===== src/rtl/csq_pkg.sv =====
// ----------------------------------------------------------------------------
// csq_pkg
// Shared types and constants of the counting semaphore wait queue.
// ----------------------------------------------------------------------------
package csq_pkg;

  localparam int ID_W    = 6;
  localparam int NUM_IDS = 1 << ID_W;
  localparam int COUNT_W = 16;
  localparam int CMD_W   = 2;

  // command codes
  localparam logic [CMD_W-1:0] CMD_WAIT   = 2'd0;
  localparam logic [CMD_W-1:0] CMD_SIGNAL = 2'd1;
  localparam logic [CMD_W-1:0] CMD_INIT   = 2'd2;

  // count limits
  localparam logic signed [COUNT_W-1:0] COUNT_MAX  = 16'sh7fff;
  localparam logic signed [COUNT_W-1:0] COUNT_MIN  = 16'sh8000;
  localparam logic signed [COUNT_W-1:0] COUNT_INIT = 16'sd1;
  localparam logic signed [COUNT_W-1:0] COUNT_ONE  = 16'sd1;

  // one result item
  typedef struct packed {
    logic                      blocked;
    logic                      queued;
    logic                      wake_valid;
    logic [ID_W-1:0]           wake_id;
    logic signed [COUNT_W-1:0] count_now;
  } res_t;

endpackage


===== src/rtl/csq_out_buf.sv =====
// ----------------------------------------------------------------------------
// csq_out_buf
// Two-entry result buffer: an output register plus a skid register, so a
// new item can be taken while a finished result waits on the output.
// ----------------------------------------------------------------------------
module csq_out_buf (
  input  logic          clk,
  input  logic          rst,
  input  logic          push,
  input  csq_pkg::res_t push_res,
  output logic          full,
  output logic          out_valid,
  input  logic          out_stall,
  output csq_pkg::res_t out_res
);
  import csq_pkg::*;

  logic v0;
  logic v1;
  res_t r0;
  res_t r1;
  logic pop;

  // output transfer
  assign pop       = v0 && !out_stall;
  assign out_valid = v0;
  assign out_res   = r0;
  assign full      = v1;

  // occupancy
  always_ff @(posedge clk) begin
    if (rst) begin
      v0 <= 1'b0;
      v1 <= 1'b0;
    end else if (pop) begin
      if (v1) begin
        v1 <= push;
      end else begin
        v0 <= push;
      end
    end else if (push) begin
      if (!v0) begin
        v0 <= 1'b1;
      end else begin
        v1 <= 1'b1;
      end
    end
  end

  // payload
  always_ff @(posedge clk) begin
    if (pop) begin
      if (v1) begin
        r0 <= r1;
        if (push) begin
          r1 <= push_res;
        end
      end else if (push) begin
        r0 <= push_res;
      end
    end else if (push) begin
      if (!v0) begin
        r0 <= push_res;
      end else begin
        r1 <= push_res;
      end
    end
  end

endmodule


===== src/rtl/counting_semaphore_wait_queue_unit.sv =====
// ----------------------------------------------------------------------------
// counting_semaphore_wait_queue_unit
// Counting semaphore with a circular FIFO of waiting thread ids held in a
// synchronous slot memory, and a per-id membership vector for duplicates.
// ----------------------------------------------------------------------------
//
//  channel | handshake          | payload
//  --------+--------------------+---------------------------------------------
//  input   | in_valid/in_stall  | cmd, thread_id
//  output  | out_valid/out_stall| blocked, queued, wake_valid, wake_id,
//          |                    | count_now
//
// For each item, the transfer cycle updates count and indices and issues the
// slot memory read, and the next cycle takes the registered read data for the
// wakeup id. One item is in flight at a time; the input stalls while the
// previous item takes its read data.
// Reset sets count to its initial value and clears indices and membership bits at once; no clearing pass.
// A stalled output holds its result; one more result fits in the skid
// register, after which the input stalls until the output drains.
// ----------------------------------------------------------------------------
module counting_semaphore_wait_queue_unit #(
  parameter int THREADS = 64
) (
  input  logic                               clk,
  input  logic                               rst,
  input  logic                               in_valid,
  output logic                               in_stall,
  input  logic [csq_pkg::CMD_W-1:0]          cmd,
  input  logic [csq_pkg::ID_W-1:0]           thread_id,
  output logic                               out_valid,
  input  logic                               out_stall,
  output logic                               blocked,
  output logic                               queued,
  output logic                               wake_valid,
  output logic [csq_pkg::ID_W-1:0]           wake_id,
  output logic signed [csq_pkg::COUNT_W-1:0] count_now
);
  import csq_pkg::*;

  localparam int SLOTS = THREADS + 1;
  localparam int IW    = $clog2(SLOTS);

  logic signed [COUNT_W-1:0] sem_count;
  logic signed [COUNT_W-1:0] count_next;
  logic [IW-1:0]             front;
  logic [IW-1:0]             back;
  logic [IW-1:0]             front_step;
  logic [IW-1:0]             back_step;
  logic [NUM_IDS-1:0]        member;
  logic                      accept;
  logic                      is_init;
  logic                      do_block;
  logic                      do_queue;
  logic                      do_wake;
  logic                      s1_valid;
  res_t                      s1_res;
  res_t                      push_res;
  res_t                      out_res;
  logic                      buf_full;
  logic [ID_W-1:0]           rd_data;
  logic [ID_W-1:0]           slots [SLOTS];

  // input transfer
  assign in_stall = s1_valid || buf_full;
  assign accept   = in_valid && !in_stall;

  // circular index steps
  assign front_step = (front == IW'(THREADS)) ? '0 : front + 1'b1;
  assign back_step  = (back  == IW'(THREADS)) ? '0 : back  + 1'b1;

  // command decode and count update
  always_comb begin
    count_next = sem_count;
    is_init    = 1'b0;
    do_block   = 1'b0;
    do_queue   = 1'b0;
    do_wake    = 1'b0;
    case (cmd)
      CMD_WAIT: begin
        if (sem_count != COUNT_MIN) begin
          count_next = sem_count - COUNT_ONE;
        end
        do_block = count_next[COUNT_W-1];
        do_queue = do_block && !member[thread_id] && (front != back_step);
      end
      CMD_SIGNAL: begin
        if (sem_count != COUNT_MAX) begin
          count_next = sem_count + COUNT_ONE;
        end
        do_wake = (front != back);
      end
      CMD_INIT: begin
        count_next = COUNT_INIT;
        is_init    = 1'b1;
      end
      default: begin
        count_next = sem_count;
      end
    endcase
  end

  // count, queue indices, membership and stage valid
  always_ff @(posedge clk) begin
    if (rst) begin
      sem_count <= COUNT_INIT;
      front     <= '0;
      back      <= '0;
      member    <= '0;
      s1_valid  <= 1'b0;
    end else begin
      s1_valid <= accept;
      if (accept) begin
        sem_count <= count_next;
        if (is_init) begin
          front  <= '0;
          back   <= '0;
          member <= '0;
        end
        if (do_queue) begin
          back             <= back_step;
          member[thread_id] <= 1'b1;
        end
        if (do_wake) begin
          front <= front_step;
        end
      end
      // dequeued id leaves the membership set once its slot is read
      if (s1_valid && s1_res.wake_valid) begin
        member[rd_data] <= 1'b0;
      end
    end
  end

  // result fields known in the transfer cycle
  always_ff @(posedge clk) begin
    if (accept) begin
      s1_res.blocked    <= do_block;
      s1_res.queued     <= do_queue;
      s1_res.wake_valid <= do_wake;
      s1_res.wake_id    <= '0;
      s1_res.count_now  <= count_next;
    end
  end

  // wait slot memory
  always_ff @(posedge clk) begin
    if (accept && do_queue) begin
      slots[back_step] <= thread_id;
    end
    if (accept && do_wake) begin
      rd_data <= slots[front_step];
    end
  end

  // merge read data into the result
  always_comb begin
    push_res = s1_res;
    if (s1_res.wake_valid) begin
      push_res.wake_id = rd_data;
    end
  end

  csq_out_buf u_out_buf (
    .clk       (clk),
    .rst       (rst),
    .push      (s1_valid),
    .push_res  (push_res),
    .full      (buf_full),
    .out_valid (out_valid),
    .out_stall (out_stall),
    .out_res   (out_res)
  );

  assign blocked    = out_res.blocked;
  assign queued     = out_res.queued;
  assign wake_valid = out_res.wake_valid;
  assign wake_id    = out_res.wake_id;
  assign count_now  = out_res.count_now;

endmodule


===== config.mk =====
export PLATFORM = sky130hd
export DESIGN_NAME = counting_semaphore_wait_queue_unit
export DESIGN_NICKNAME = d
export VERILOG_FILES = /design/src/rtl/csq_pkg.sv /design/src/rtl/csq_out_buf.sv /design/src/rtl/counting_semaphore_wait_queue_unit.sv
export SDC_FILE = /design/constraint.sdc
export NUM_CORES = 1
export LEC_CHECK = 0
export ABC_AREA = 1
export ABC_CLOCK_PERIOD_IN_PS = 6800
export BUFFER_PORTS_ARGS = -buffer_cell sky130_fd_sc_hd__clkbuf_2
export CAP_MARGIN = 20
export CORE_MARGIN = 2
export CORE_UTILIZATION = 28
export CTS_CLUSTER_DIAMETER = 200
export DETAILED_ROUTE_END_ITERATION = 10
export PLACE_DENSITY = 0.39
export REMOVE_ABC_BUFFERS = 1
export SYNTH_ARGS = -nofsm -noshare
export SYNTH_HDL_FRONTEND = slang
export SYNTH_SLANG_ARGS = --single-unit

===== constraint.sdc =====
create_clock -name clk -period 6.8 [get_ports clk]
set_clock_uncertainty 0.1 [all_clocks]
set_input_delay 1.36 -clock clk [delete_from_list [all_inputs] [get_ports clk]]
set_output_delay 1.36 -clock clk [all_outputs]
set_load 0.005 [all_outputs]

==> impl_metrics.tcl <==
set metrics [dict create \
    crit_path_max_incr_delay_ns 0.64 \
    grt_pass1_vias 19719 \
    max_slew.worst_pin.slew_ns 1.088 \
    slew_headroom_pct 27.49 \
    antenna_found_initial 0 \
    final_cell_mix "nand2_1, edfxtp_1, nand3_1" \
    timing.setup.tns_ns 0 \
    crit_path_top_delay_cell "nor2_1" \
    routed_via_density 4.736 \
    fmax_mhz 205.4 \
    outcome "complete, no violations" \
    via_count 19773 \
    synth-seq-area-share_pct 60.81 \
    gr-total-overflow 0 \
    maxCapViolCount 0 \
    area_delta_synth_final_pct 13.48 \
    dp_hpwl_mm 50.96 \
    grt_usage_pct 17.27 \
    drt.antenna.violating_nets 0 \
    crit_chain "buf_4, inv_4, nand2_1, nand2_1, nand2_1, nand2_1, nand2_1, nand2_1, nand2_1, nand2_1, nor2_1, nand2_1, nor2_8, nand3_4, nor2_2, nand2_1, nor2_1" \
    p_leak_nw 11.35 \
    io_pins 39 \
    cts_tree "done" \
    timing.final.setup_violations 0 \
    yosysUniqueCellTypes 39 \
    routabilityCongestion 0.8528 \
    rsz0062_at_grt "no" \
    synth_warnings 0 \
    hold_viol 0 \
    critPathMaxFanout 59 \
    placed_area_mm2 0.02759 \
    die_h_um 309.6 \
    clkSlewWorstSetupHoldPaths_ns 0.06 \
    cp-end-kind "register" \
    async_reset_ff_share_pct 0 \
    drt_wl_total_mm 82.22 \
    synth_edf_count 465 \
    dp.cells 4057 \
    drv_slew 0 \
    stdcell_area_mm2 0.02968 \
    grt_max_degree 100 \
    antennaDiodeCount 0 \
    coreArea_mm2 0.09291 \
    period_needed_ns 4.868 \
    io_buffers 38 \
    worstPathArrival_ns 5.00 \
    clk_path_buf_depth 3 \
    die_w_um 309.6 \
    grt_pass1_wl_mm 124.4 \
    htreeDepth 3 \
    first_iter_violations 1570 \
    ys.flop_type "edfxtp_1" \
    cp_common_cell "nand2_1" \
    holdCritPathClass "reg -> reg" \
    ir_worst_vdd_mv 0.1366 \
    cp.required_ns 6.94 \
    start_kind "input pin" \
    wire_per_inst_um 19.69 \
    final_cells 4175 \
    drt-pass1-iter-count 5 \
    rows 112 \
    layout.cells.most_common "nand2_1" \
    pwr_density_cell_mw_per_mm2 254.1 \
    drc 0 \
    drive_gt1_share_pct 8.593 \
    worstSetupPathType "in -> reg" \
    netlist_instances 2871 \
    postCtsHoldBufs 0 \
    synth_seq_cells 562 \
    fin_nets 2891 \
    syn_area_mm2 0.02615 \
    clock_latency_ns 0.61 \
    min_period_over_period_pct 71.59 \
    die_area_mm2 0.09587 \
    ctsResizeCount 0 \
    cts_buffers 68 \
    post_cts_buffers 0 \
    cts_root_buf "clkbuf_16" \
    avgSynthCellArea_um2 9.110 \
    start_util_pct 28.15 \
    cts_sinks 562 \
]
-- cell usage after synthesis, types with 3 or more instances --
cell type / n / share of area (%)
inv_1: 282 / 4.0
buf_1: 14 / 0.20
mux2_2: 19 / 0.82
a21oi_1: 104 / 2.0
nor3_1: 25 / 0.48
edfxtp_1: 465 / 53
nand3_1: 351 / 6.7
or2_2: 39 / 0.93
clkbuf_1: 78 / 1.1
buf_6: 4 / 0.17
xnor2_1: 5 / 0.17
o211ai_1: 20 / 0.57
buf_2: 34 / 0.65
ha_1: 6 / 0.29
o221ai_1: 3 / 0.10
o21ai_0: 98 / 1.9
xor2_1: 12 / 0.40
a211oi_1: 3 / 0.086
dfxtp_1: 97 / 7.4
inv_2: 4 / 0.057
buf_4: 8 / 0.23
nand3b_1: 30 / 0.86
a31oi_1: 3 / 0.072
nand2_4: 4 / 0.17
nand4_1: 14 / 0.33
nand2_2: 3 / 0.072
nor2_1: 311 / 4.5
nand2_1: 820 / 12
-- sequential cells by signal, indices dropped and copies added, names as in the netlist --
register             flops
back                     7
push_res                19
member                  64
u_out_buf.out_valid      1
u_out_buf.r1            25
u_out_buf.full           1
s1_valid                 1
sem_count               16
rd_data                  6
front                    7
slots                  390
u_out_buf.out_res       25
-- cell families (layout without fill, tap and decap cells) --
group	Yosys count	in the layout	synth area share, %
buf+inv	426	476	6.516
xor+xnor	17	17	0.5693
mux	19	19	0.8181
fa+ha+maj	6	6	0.2870
simple gates	1608	1608	26.26
compound gates	233	233	4.736
flops	562	562	60.81
-- layer usage --
layer  vias up  routed length, um  global-route usage [%]
met5         -                  0                       0
met4         0               1962                   4.832
met3       106               3605                   2.111
met2       434              39060                   28.88
met1      9729              37590                   23.50
li1       9504                  -                       -
-- where the power goes --
group / switching, mW / internal, mW / leakage, nW
Clock: 1.44 / 2.05 / 1.03
Sequential: 0.0268 / 3.76 / 4.99
Combinational: 0.210 / 0.0623 / 5.33
-- worst max-delay path, delay by kind of cell --
family                 cells  cell delay [ns]
and+or+nand+nor           15             2.63
buffers and inverters      2             0.89
-- path summary, 6_finish.rpt --
check | from | endpoint | slack, ns | cells after the start
min reg2reg | push_res[23] | u_out_buf.r1[23] | 0.35 | 0
max reg2reg | front[0] | rd_data[5] | 2.34 | 17
max | thread_id[0] | slots[50][3] | 1.93 | 17
min | push_res[23] | u_out_buf.r1[23] | 0.35 | 0
-- area by class of cell --
| class | instances | area [um^2] |
|---|---|---|
| clock buffers | 86 | 1831 |
| clock inverters | 32 | 257.7 |
| fillers | 9663 | 63230 |
| inverters | 288 | 1084 |
| multi-input cells | 1883 | 8583 |
| flip-flops and latches | 562 | 15910 |
| well taps | 1254 | 1569 |
| repair buffers | 70 | 450.4 |
-- through the flow --
step / setup slack (ns) / utilization, % / power [mW] / hold WS [ns]
after CTS: 1.893 / 31.94 / 7.652 / 0.3483
after detailed placement: 1.260 / 29.70 / 4.132 / 0.3302
after floorplan: 0.2246 / - / 3.978 / 0.3204
after global placement: 1.299 / 29.68 / 4.133 / 0.3330
after global routing: 1.522 / 31.94 / 7.803 / 0.3593
final: 1.932 / 31.94 / 7.542 / 0.3479
No activity file was read; power rests on OpenSTA's default activity.
